File: config.mk
export PLATFORM = sky130hd
export DESIGN_NAME = modbus_rtu_response_parser
export DESIGN_NICKNAME = d
export VERILOG_FILES = /design/src/design/mrtu_pkg.sv /design/src/design/mrtu_crc_byte.sv /design/src/design/modbus_rtu_response_parser.sv
export VERILOG_INCLUDE_DIRS = /design/src /design/src/design
export SDC_FILE = /design/constraint.sdc
export NUM_CORES = 1
export LEC_CHECK = 0
export BUFFER_PORTS_ARGS = -buffer_cell sky130_fd_sc_hd__clkbuf_2
export CAP_MARGIN = 20
export CORE_AREA = 2 2 143 145
export DETAILED_ROUTE_END_ITERATION = 12
export DIE_AREA = 0 0 145 147
export GPL_TIMING_DRIVEN = 0
export SLEW_MARGIN = 20
export SYNTH_ARGS = -nofsm -noshare
export SYNTH_HDL_FRONTEND = slang
export SYNTH_SLANG_ARGS = --single-unit
File: constraint.sdc
create_clock -name clk -period 5.7 [get_ports clk]
set_clock_uncertainty 0.05 [all_clocks]
set_input_delay 0 -clock clk [delete_from_list [all_inputs] [get_ports clk]]
set_output_delay 0 -clock clk [all_outputs]
set_load 0.05 [all_outputs]
File: src/design/modbus_rtu_response_parser_assert.svh
// assertion macros for the modbus rtu response parser
`ifndef MODBUS_RTU_RESPONSE_PARSER_ASSERT_SVH
`define MODBUS_RTU_RESPONSE_PARSER_ASSERT_SVH

// same-cycle implication, checked outside reset
`define MRTU_ASSERT_NOW(label, ante, cons, msg) \
	label: assert property (@(posedge clk) disable iff (!arst_n) (ante) |-> (cons)) \
		else $error(msg);

// next-cycle implication, checked outside reset
`define MRTU_ASSERT_NEXT(label, ante, cons, msg) \
	label: assert property (@(posedge clk) disable iff (!arst_n) (ante) |=> (cons)) \
		else $error(msg);

`endif

File: src/design/mrtu_pkg.sv
// shared constants, types and decode function for the modbus rtu response parser
package mrtu_pkg;

	typedef logic [2:0] kind_t;

	localparam kind_t KIND_OTHER = 3'd0;
	localparam kind_t KIND_COILS = 3'd1;
	localparam kind_t KIND_REGS  = 3'd2;
	localparam kind_t KIND_WRITE = 3'd3;
	localparam kind_t KIND_STATE = 3'd4;
	localparam kind_t KIND_EXC   = 3'd5;

	typedef logic [1:0] frame_status_t;

	localparam frame_status_t ST_OK        = 2'd0;
	localparam frame_status_t ST_CRC_SHORT = 2'd1;
	localparam frame_status_t ST_EXC_COUNT = 2'd2;
	localparam frame_status_t ST_TRUNC     = 2'd3;

	localparam logic [15:0] CRC_INIT = 16'hFFFF;
	localparam logic [15:0] CRC_POLY = 16'hA001;

	// crc field tracking codes
	localparam logic [1:0] SEEN_NONE = 2'd0;
	localparam logic [1:0] SEEN_ONE  = 2'd1;
	localparam logic [1:0] SEEN_OK   = 2'd2;
	localparam logic [1:0] SEEN_BAD  = 2'd3;

	localparam int TDATA_W = 40;

	function automatic kind_t kind_of(input logic [7:0] f);
		kind_t k;
		unique case (f)
			8'h01: k = KIND_COILS;
			8'h03, 8'h04: k = KIND_REGS;
			8'h05, 8'h06, 8'h0F, 8'h10: k = KIND_WRITE;
			8'h07: k = KIND_STATE;
			8'h81, 8'h83, 8'h84, 8'h85, 8'h86,
			8'h87, 8'h88, 8'h8F, 8'h90: k = KIND_EXC;
			default: k = KIND_OTHER;
		endcase
		return k;
	endfunction

endpackage

File: src/design/mrtu_crc_byte.sv
// crc-16 update over one byte, eight bit steps unrolled
module mrtu_crc_byte (
	input  logic [15:0] crc_in,
	input  logic [7:0]  data,
	output logic [15:0] crc_out
);
	import mrtu_pkg::*;

	always_comb begin
		logic [15:0] c;
		c = crc_in ^ {8'h00, data};
		for (int i = 0; i < 8; i++) begin
			if (c[0]) begin
				c = (c >> 1) ^ CRC_POLY;
			end else begin
				c = c >> 1;
			end
		end
		crc_out = c;
	end

endmodule

File: src/design/modbus_rtu_response_parser.sv
// top level of the modbus rtu response parser
// Parses a Modbus RTU response one byte per request on the slave side, with
// tlast on the final byte of the frame. For each accepted byte, the
// frame state (position, address, function, count, running CRC-16
// with init FFFF and reflected polynomial A001) is updated at acceptance and
// the result, if any, lands in a single output register, so a new byte is
// accepted every cycle while the output is empty or being taken. Payload
// bytes (coil data, whole register words, the two value bytes of a write
// echo, the status byte or the exception code) come out with tuser low;
// one status result with tuser high closes each frame and carries address,
// function, value count and frame status (0 ok, 1 crc error or frame
// shorter than four bytes, 2 exception or byte count beyond the frame,
// 3 truncated). Payload of a frame whose status is not ok must be dropped
// downstream. The final byte yields only the status, bytes after the CRC
// field are ignored, and all frame state returns to its reset value after
// each status result.
module modbus_rtu_response_parser (
	input  logic        clk,
	input  logic        arst_n,
	input  logic        s_tvalid,
	output logic        s_tready,
	input  logic [7:0]  s_tdata,   // [7:0] rx_byte
	input  logic        s_tlast,   // frame_end
	output logic        m_tvalid,
	input  logic        m_tready,
	output logic [mrtu_pkg::TDATA_W-1:0] m_tdata,
	// [7:0] payload_byte, [15:8] slave_address, [23:16] function_code,
	// [31:24] value_count, [33:32] frame_status, [39:34] zero
	output logic        m_tuser    // is_status
);
	import mrtu_pkg::*;
	`include "modbus_rtu_response_parser_assert.svh"

	// frame state
	logic [8:0]  pos_q;
	logic [15:0] crc_q;
	logic [7:0]  addr_q;
	logic [7:0]  func_q;
	logic [7:0]  count_q;
	logic [8:0]  cs_q;        // position of the first crc byte
	logic [7:0]  crc_lo_q;
	logic [1:0]  seen_q;

	// output register
	logic                out_valid_q;
	logic                out_user_q;
	logic [TDATA_W-1:0]  out_data_q;

	logic s_acc;

	// values as updated by the current byte
	logic [7:0]  b;
	logic [7:0]  addr_e;
	logic [7:0]  func_e;
	logic [7:0]  count_e;
	kind_t       kind_e;
	logic [8:0]  cs_e;
	logic [8:0]  pstart;
	logic [15:0] crc_next;
	logic [1:0]  seen_e;
	logic        crc_lo_wr;
	logic        crc_upd;
	logic [7:0]  vcount;
	frame_status_t status;
	logic        emit_pay;
	logic        has_res;
	logic [TDATA_W-1:0] res_data;

	assign b     = s_tdata;
	assign s_acc = s_tvalid && s_tready;

	// output slot is free or being emptied this cycle
	assign s_tready = !out_valid_q || m_tready;

	mrtu_crc_byte u_crc (
		.crc_in  (crc_q),
		.data    (b),
		.crc_out (crc_next)
	);

	always_comb begin
		addr_e  = (pos_q == 9'd0) ? b : addr_q;
		func_e  = (pos_q == 9'd1) ? b : func_q;
		kind_e  = kind_of(func_e);
		count_e = count_q;
		cs_e    = cs_q;
		if (pos_q == 9'd1) begin
			priority if (kind_e == KIND_WRITE) begin
				cs_e = 9'd6;
			end else if (kind_e == KIND_OTHER) begin
				cs_e = 9'd2;
			end else begin
				cs_e = 9'd3;
			end
		end
		// byte count of the read functions sets where the crc starts
		if (pos_q == 9'd2 && (kind_e == KIND_COILS || kind_e == KIND_REGS)) begin
			count_e = b;
			if (kind_e == KIND_COILS) begin
				cs_e = 9'd3 + {1'b0, b};
			end else begin
				cs_e = 9'd3 + {1'b0, b[7:1], 1'b0};
			end
		end

		crc_upd   = pos_q < cs_e;
		crc_lo_wr = 1'b0;
		seen_e    = seen_q;
		priority if (pos_q < cs_e) begin
			seen_e = seen_q;
		end else if (pos_q == cs_e) begin
			crc_lo_wr = 1'b1;
			seen_e    = SEEN_ONE;
		end else if ({1'b0, pos_q} == {1'b0, cs_e} + 10'd1) begin
			seen_e = (crc_lo_q == crc_q[7:0] && b == crc_q[15:8]) ? SEEN_OK : SEEN_BAD;
		end else begin
			seen_e = seen_q;
		end

		unique case (kind_e)
			KIND_COILS: vcount = count_e;
			KIND_REGS:  vcount = {1'b0, count_e[7:1]};
			KIND_OTHER: vcount = 8'd0;
			default:    vcount = 8'd1;
		endcase

		// status priority: short, count, truncated, crc, exception
		priority if (pos_q < 9'd3) begin
			status = ST_CRC_SHORT;
		end else if ((kind_e == KIND_COILS || kind_e == KIND_REGS) &&
				({1'b0, pos_q} + 10'd1 < {2'b00, count_e})) begin
			status = ST_EXC_COUNT;
		end else if (seen_e == SEEN_NONE || seen_e == SEEN_ONE) begin
			status = ST_TRUNC;
		end else if (seen_e == SEEN_BAD) begin
			status = ST_CRC_SHORT;
		end else if (kind_e == KIND_EXC) begin
			status = ST_EXC_COUNT;
		end else begin
			status = ST_OK;
		end

		unique case (kind_e)
			KIND_WRITE:           pstart = 9'd4;
			KIND_STATE, KIND_EXC: pstart = 9'd2;
			default:              pstart = 9'd3;
		endcase
		emit_pay = (kind_e != KIND_OTHER) && (pos_q >= pstart) && (pos_q < cs_e);

		has_res = s_tlast || emit_pay;
		if (s_tlast) begin
			res_data = {6'd0, status, vcount, func_e, addr_e, 8'h00};
		end else begin
			res_data = {{(TDATA_W-8){1'b0}}, b};
		end
	end

	// frame state, cleared after each status result
	always_ff @(posedge clk or negedge arst_n) begin
		if (!arst_n) begin
			pos_q    <= 9'd0;
			crc_q    <= CRC_INIT;
			addr_q   <= 8'd0;
			func_q   <= 8'd0;
			count_q  <= 8'd0;
			cs_q     <= 9'd2;
			crc_lo_q <= 8'd0;
			seen_q   <= SEEN_NONE;
		end else if (s_acc) begin
			if (s_tlast) begin
				pos_q    <= 9'd0;
				crc_q    <= CRC_INIT;
				addr_q   <= 8'd0;
				func_q   <= 8'd0;
				count_q  <= 8'd0;
				cs_q     <= 9'd2;
				crc_lo_q <= 8'd0;
				seen_q   <= SEEN_NONE;
			end else begin
				// position saturates on overlong frames
				pos_q   <= (pos_q == 9'h1FF) ? pos_q : pos_q + 9'd1;
				addr_q  <= addr_e;
				func_q  <= func_e;
				count_q <= count_e;
				cs_q    <= cs_e;
				seen_q  <= seen_e;
				if (crc_upd) begin
					crc_q <= crc_next;
				end
				if (crc_lo_wr) begin
					crc_lo_q <= b;
				end
			end
		end
	end

	// output register
	always_ff @(posedge clk or negedge arst_n) begin
		if (!arst_n) begin
			out_valid_q <= 1'b0;
		end else if (s_acc) begin
			out_valid_q <= has_res;
		end else if (m_tready) begin
			out_valid_q <= 1'b0;
		end
	end

	always_ff @(posedge clk) begin
		if (s_acc && has_res) begin
			out_user_q <= s_tlast;
			out_data_q <= res_data;
		end
	end

	assign m_tvalid = out_valid_q;
	assign m_tuser  = out_user_q;
	assign m_tdata  = out_data_q;

	// frame state is back at its reset value after the last byte
	`MRTU_ASSERT_NEXT(a_frame_clear, s_acc && s_tlast, pos_q == 9'd0 && crc_q == CRC_INIT && seen_q == SEEN_NONE, "frame state not cleared after last byte")
	// the crc field is only tracked once the position has passed its start
	`MRTU_ASSERT_NOW(a_seen_after_start, seen_q != SEEN_NONE, pos_q > cs_q, "crc field seen before its start position")
	// a payload result never carries header or status fields
	`MRTU_ASSERT_NOW(a_payload_clean, m_tvalid && !m_tuser, m_tdata[TDATA_W-1:8] == '0, "payload result with non-zero status fields")

endmodule

# Word-level counts from Yosys, hierarchy flattened
# Index checks and enable logic that the tools add are counted.
[totals]
reg_bits = 110
elab_cells = 135
in_bits = 13
out_inout_bits = 43
[classes]
bitwise_logic = 10
n_lt_le_gt_ge = 4
n_reduce_logical = 27
eq_ne = 32
add_sub_neg = 5
n_mux = 43
[ops]
columns = ["op", "count"]
rows = [
  ["$mux 16", 10],
  ["$eq 8x8->1 const B", 9],
  ["$mux 8", 8],
  ["$mux 9", 6],
  ["$eq 8x3->1 const B", 4],
  ["$not 2->3", 8],
  ["$pmux 8 s3", 1],
  ["$add 9x1->10 const B", 2],
  ["$add 2x8->9 const A", 2],
  ["$eq 8x8->1", 2],
  ["$mux 2", 8],
  ["$xor 16x8->16", 1],
  ["$pmux 3 s5", 1],
  ["$eq 9x10->1", 1],
  ["$lt 10x8->1", 1],
  ["$add 9x1->9 const B", 1],
  ["$eq 9x1->1 const B", 1],
  ["$eq 9x2->1 const B", 1],
  ["$eq 9x9->1", 1],
  ["$eq 9x9->1 const B", 1],
  ["$ge 9x9->1", 1],
  ["$logic_not 9->1", 1],
  ["$lt 9x2->1 const B", 1],
  ["$lt 9x9->1", 1],
  ["other kinds (25)", 48],
]

# Longest topological paths before layout
[logic_depth]
word_depth = 20
depth_mapped = 25
mapped_depth_nobuf = 21

# By module
# A second synthesis with hierarchy kept.
[hier_totals]
hier_cells = 724
hier_area_um2 = 6950.4
[modules_own_cells]
columns = ["module", "cells_each", "area_each_um2", "instances", "seq_area_each_um2"]
rows = [
  ["modbus_rtu_response_parser", 695, 6666.4, 1, 2798.9],
  ["mrtu_crc_byte", 29, 284.0, 1, 0.0],
]

# Worst setup path before layout
# OpenSTA, ideal clock, no wires.
[synth_path]
kind = "register to register"
start = "reg pos_q[1]"
end = "reg out_data_q[0] (netlist: m_tdata[0]), enable pin"
slack_ns = -0.459
arrival_ns = 5.682
required_time_ns = 5.223
stages_incl_launch_ff = 23
path_cell_list = "dfrtp_1 > inv_1 > ha_1 > nor4b_4 > and2_4 > buf_8 > mux2i_2 > o311ai_4 > buf_2 > buf_1 > a21oi_1 > a21oi_1 > inv_1 > ha_1 > nor2b_1 > o21a_1 > o21ai_0 > nand2b_1 > a211oi_1 > o21bai_1 > a31oi_1 > a21oi_1 > nor2_1"
[synth_via]
elab_chain_len = 14
elab_cells_between_ends = 46
[synth_rtl]
columns = ["item", "line", "source"]
rows = [
  ["from (decl)", "modbus_rtu_response_parser.sv:35", "logic [8:0] pos_q;"],
  ["from (signal assigned)", "modbus_rtu_response_parser.sv:181", "pos_q <= (pos_q == 9'h1FF) ? pos_q : pos_q + 9'd1;"],
  ["$eq 9x1->1", "modbus_rtu_response_parser.sv:83, modbus_rtu_response_parser.sv:87", ""],
  ["$mux 8", "modbus_rtu_response_parser.sv:83", "func_e = (pos_q == 9'd1) ? b : func_q;"],
  ["$eq 8x8->1 (tied with other cells)", "mrtu_pkg.sv:33", "unique case (f)"],
  ["$reduce_or 9->1 (tied with other cells)", "mrtu_pkg.sv:33", ""],
  ["$pmux 3 s5", "mrtu_pkg.sv:33", ""],
  ["$logic_not 3->1", "modbus_rtu_response_parser.sv:90", "end else if (kind_e == KIND_OTHER) begin"],
  ["$mux 1", "modbus_rtu_response_parser.sv:90", ""],
  ["$mux 3", "modbus_rtu_response_parser.sv:88", "priority if (kind_e == KIND_WRITE) begin"],
  ["$mux 9", "modbus_rtu_response_parser.sv:87", "if (pos_q == 9'd1) begin"],
  ["$mux 9", "modbus_rtu_response_parser.sv:97", "if (pos_q == 9'd2 && (kind_e == KIND_COILS || kind_e == KIND_REGS)) begin"],
  ["$lt 9x9->1", "modbus_rtu_response_parser.sv:148", "emit_pay = (kind_e != KIND_OTHER) && (pos_q >= pstart) && (pos_q < cs_e);"],
  ["$logic_and 1x1->1 *", "modbus_rtu_response_parser.sv:148", ""],
  ["$logic_or 1x1->1 *", "modbus_rtu_response_parser.sv:150", "has_res = s_tlast || emit_pay;"],
  ["$logic_and 1x1->1 *", "modbus_rtu_response_parser.sv:209", "if (s_acc && has_res) begin"],
  ["to (signal assigned)", "modbus_rtu_response_parser.sv:211", "out_data_q <= res_data;"],
  ["to (decl)", "modbus_rtu_response_parser.sv:47", "logic [TDATA_W-1:0] out_data_q;"],
]
# Every way passes the cells marked *; elsewhere a longest branch is shown, timed or not.
# A chain may end at the register's enable or synchronous reset.

# Worst setup path in the final report
[layout_path]
start = "reg pos_q[1]"
end = "reg out_data_q[32] (netlist: m_tdata[32]) (data pin)"
[layout_via]
elab_chain_len = 20
elab_cells_between_ends = 55
[layout_rtl]
columns = ["item", "line", "source"]
rows = [
  ["$eq 9x1->1", "modbus_rtu_response_parser.sv:83, modbus_rtu_response_parser.sv:87", ""],
  ["$mux 8", "modbus_rtu_response_parser.sv:83", ""],
  ["$eq 8x8->1 (tied with other cells)", "mrtu_pkg.sv:33", ""],
  ["$reduce_or 9->1 (tied with other cells)", "mrtu_pkg.sv:33", ""],
  ["$pmux 3 s5", "mrtu_pkg.sv:33", ""],
  ["$logic_not 3->1", "modbus_rtu_response_parser.sv:90", ""],
  ["$mux 1", "modbus_rtu_response_parser.sv:90", ""],
  ["$mux 3", "modbus_rtu_response_parser.sv:88", ""],
  ["(+4 left out)", "n/a", ""],
  ["$mux 2", "modbus_rtu_response_parser.sv:114", "end else if ({1'b0, pos_q} == {1'b0, cs_e} + 10'd1) begin"],
  ["$mux 2", "modbus_rtu_response_parser.sv:111", "end else if (pos_q == cs_e) begin"],
  ["$mux 2", "modbus_rtu_response_parser.sv:109", "priority if (pos_q < cs_e) begin"],
  ["$eq 2x2->1 (tied with other cells)", "modbus_rtu_response_parser.sv:135", "end else if (seen_e == SEEN_BAD) begin"],
  ["$mux 2 / $logic_or 1x1->1 (equally long branches)", "modbus_rtu_response_parser.sv:135, modbus_rtu_response_parser.sv:133", ""],
  ["$mux 2", "modbus_rtu_response_parser.sv:133", "end else if (seen_e == SEEN_NONE || seen_e == SEEN_ONE) begin"],
  ["$mux 2", "modbus_rtu_response_parser.sv:130", "end else if ((kind_e == KIND_COILS || kind_e == KIND_REGS) &&"],
  ["$mux 1 *", "modbus_rtu_response_parser.sv:128", "priority if (pos_q < 9'd3) begin"],
]
# Marked as above.

==> results.sh <==
export IMPL_syn_inst=698
export IMPL_clkTransAtPathRegs_ns=0.08
export IMPL_peakVddDrop_mv=0.156
export IMPL_fin_nets=808
export IMPL_dieArea_mm2=0.0213
export IMPL_fin_tns_setup_ns=0
export IMPL_ys_top_cells_by_area="dfrtp_1 (19%), edfxtp_1 (15%), dfstp_2 (6.5%), ha_1 (5.1%), nand2_1 (4.2%)"
export IMPL_cp_slowest_cell="or4_4"
export IMPL_n_antenna_cell=0
export IMPL_cts_sinks=104
export IMPL_path_cells="inv_1, ha_1, nor4b_4, and2_4, buf_8, nor2_1, o311ai_4, buf_6, a21oi_1, a21oi_2, inv_1, ha_1, nor2b_1, o21a_1, o21ai_0, nand2b_1, a211oi_1, o21bai_1, a31oi_4, or4_4, nor4_4, a311oi_1, o31a_1"
export IMPL_r2r_slack_ns=0.32
export IMPL_fp_dieH_um=147
export IMPL_ios=56
export IMPL_fp_dieW_um=145
export IMPL_fp_row_count=52
export IMPL_worstPathArrival_ns=5.44
export IMPL_port_buffers=46
export IMPL_root_buffer="clkbuf_16"
export IMPL_ys_dominant_reg_cell="dfrtp_1"
export IMPL_vias=5663
export IMPL_wl_mm=19.4
export IMPL_finalCritPeriodShare_pct=94.4
export IMPL_path_class="reg -> reg"
export IMPL_worstRegToRegCells=23
export IMPL_clock_fmax_mhz=186
export IMPL_synth_top_area_share_pct=19.0
export IMPL_outcome="finished clean"
export IMPL_cts_tree="done"
export IMPL_place_congestion=0.925
export IMPL_ys_warn_count=0
export IMPL_min_path_type="in -> async"
export IMPL_drc=0
export IMPL_clk_insertion_delay_late_ns=0.37
export IMPL_crit_end="m_tdata[32]"
export IMPL_cts_buffer_depth=2
export IMPL_drv_slew=0
export IMPL_grt_max_degree=50
export IMPL_areaGrowthSynthToFinish_pct=15.3
export IMPL_synthTopCellsByCount="nand2_1 (77), dfrtp_1 (52), nor2_1 (47), o21ai_0 (41), edfxtp_1 (35)"
export IMPL_critical_path_depth=23
export IMPL_grt_pass1_wl_mm=30.7
export IMPL_numCtsBuffers=9
export IMPL_drt_first_pass_iters=6
export IMPL_cap_violations=0
export IMPL_cpPeakStageDelay_ns=0.57
export IMPL_p_leak_nw=3.11
export IMPL_setup_viol_count_final=0
export IMPL_post_route_worst_setup_slack_ns=0.317
export IMPL_critPathMaxFanout=19
export IMPL_pre_cts_slack_ns=-1.32
export IMPL_synth_edf_count=35
export IMPL_hold_violations=0
export IMPL_grt_usage_pct=18.4
export IMPL_maxSlewHeadroom_pct=47.0
export IMPL_drive_gt1_share_pct=18.7
export IMPL_dp_hpwl_mm=14.1
export IMPL_yosysTopAreaCell="dfrtp_1"
export IMPL_crit_start="pos_q[1]"
export IMPL_grt_antenna_before_repair=0
export IMPL_p_per_area_mw_per_mm2=370
export IMPL_total_power_mw=2.92
export IMPL_avgSynthCellArea_um2=9.79
export IMPL_syn_area_mm2=0.00684
export IMPL_fin_util_pct=39.7
export IMPL_first_global_vias=5422
export IMPL_crit_path_end_kind="register"
export IMPL_synth_cell_type_count=82
export IMPL_r2r_end="m_tdata[32]"
export IMPL_cts_htree_levels=3
export IMPL_avgViaCountPerCell=5.43
export IMPL_initial_utilization_pct=34.4
export IMPL_crit_path_start_kind="register"
export IMPL_cp_required_ns=5.76
export IMPL_crit_buf_inv=4
export IMPL_synth_most_common_cell="nand2_1"
export IMPL_synth_seq_cells=104
export IMPL_worst_slew_pin_slew_ns=0.796
export IMPL_final_min_clock_period_ns=5.38
export IMPL_drt_iter0_markers=562
export IMPL_synthArstFlopShare_pct=66.3
export IMPL_rsz0062_at_grt="false"
export IMPL_ant_nets=0
export IMPL_core_mm2=0.0198
export IMPL_n_fill_cell=1964
export IMPL_gr_total_overflow=0
export IMPL_avgRoutedWirePerCell_um=18.6
export IMPL_path_delay_family="simple AND/OR/NAND/NOR gates"
export IMPL_r2r_start="pos_q[1]"
export IMPL_yosysSeqAreaShare_pct=40.9
==> state kept, by name, indices dropped and copies added, names as in the netlist, 2 cells and up <==
name,cells
pos_q,9
seen_q,2
cs_q,9
m_tdata,34
addr_q,8
func_q,8
crc_q,16
crc_lo_q,8
count_q,8
==> cell usage in the layout, fill, tap and decap left out, types with 13 or more instances in the layout <==
cell       n
ha_1      28
dfstp_2   17
mux2i_1   15
o21ai_0   41
nor2b_1   13
a21oi_1   17
inv_1     16
nor2_1    45
edfxtp_1  35
nand3_1   24
clkbuf_2  46
o22a_1    20
xnor2_1   27
nand2_1   77
xor2_1    30
dfrtp_1   51
clkbuf_1  30
a21boi_0  18
==> metal layers <==
metal | track usage, % | up-vias | part of all wire (%)
met5 | 0 | - | 0
met4 | 7.38 | 0 | 2.4
met3 | 3.11 | 32 | 4.7
met2 | 30.0 | 181 | 48
met1 | 24.5 | 2773 | 45
li1 | - | 2677 | -
==> worst register-to-register path, delay by kind of cell, from the launching register on <==
family,cells,cell delay (ns)
simple gates,7,1.77
fa+ha+maj,2,0.44
compound gates,10,1.74
buf+inv,4,0.63
flops,1,0.51
==> through the flow <==
| step | cells | area (um^2) | hold slack [ns] |
|---|---|---|---|
| after global placement | 1019 | 7420 | 0.166 |
| after detailed placement | 1021 | 7480 | -0.0840 |
| after global routing | 1042 | 7880 | 0.0819 |
| after floorplan | 703 | 6860 | -0.346 |
| final | 1042 | 7880 | 0.0516 |
| after CTS | 1040 | 7850 | 0.0355 |
==> what timing repair did <==
action | 4_1_cts | 5_1_grt
hold buffers | 3 | 0
pin swaps | 1 | 1
endpoints found under the hold margin | 60 | 0
setup buffers | 1 | 1
gates resized for setup | 6 | 5
setup endpoints to repair | 64 | 48
cloned | 0 | 0
==> kinds of logic after synthesis <==
| logic type | Yosys count | share of synthesized area (%) |
|---|---|---|
| AND/OR/NAND/NOR | 236 | 18.9 |
| adder cells (fa/ha/maj) | 28 | 5.13 |
| flip-flops | 104 | 40.9 |
| other | 1 | 0.0549 |
| multiplexers | 30 | 4.80 |
| XOR/XNOR | 58 | 7.63 |
| AO/OA/AOI/OAI | 172 | 18.0 |
| buffers and inverters | 69 | 4.59 |
==> worst min-delay path by stage <==
stage / from / endpoint / depth (start not counted)
after floorplan: arst_n / addr_q[0] / 0
after global placement: s_tlast / m_tuser / 1
after detailed placement: arst_n / m_tvalid / 1
after CTS: s_tvalid / cs_q[1] / 4
after global routing: s_tvalid / cs_q[1] / 4
final: arst_n / crc_lo_q[7] / 2
==> power by group <==
part / switching [mW] / internal [mW] / total [mW]
logic: 0.745 / 0.451 / 1.20
registers: 0.113 / 0.950 / 1.06
clock network: 0.310 / 0.350 / 0.660
==> final cells by class <==
| class | count | area (um^2) | share of cell area, % |
|---|---|---|---|
| Buffer | 51 | 254 | 3.22 |
| Sequential cell | 104 | 2800 | 35.5 |
| Clock inverter | 7 | 82.6 | 1.05 |
| Clock buffer | 9 | 225 | 2.86 |
| Timing Repair Buffer | 54 | 330 | 4.19 |
| Multi-Input combinational cell | 530 | 3790 | 48.1 |
| Inverter | 17 | 63.8 | 0.810 |
| Tap cell | 270 | 338 | 4.29 |
Power figures use the tool's default switching activity.
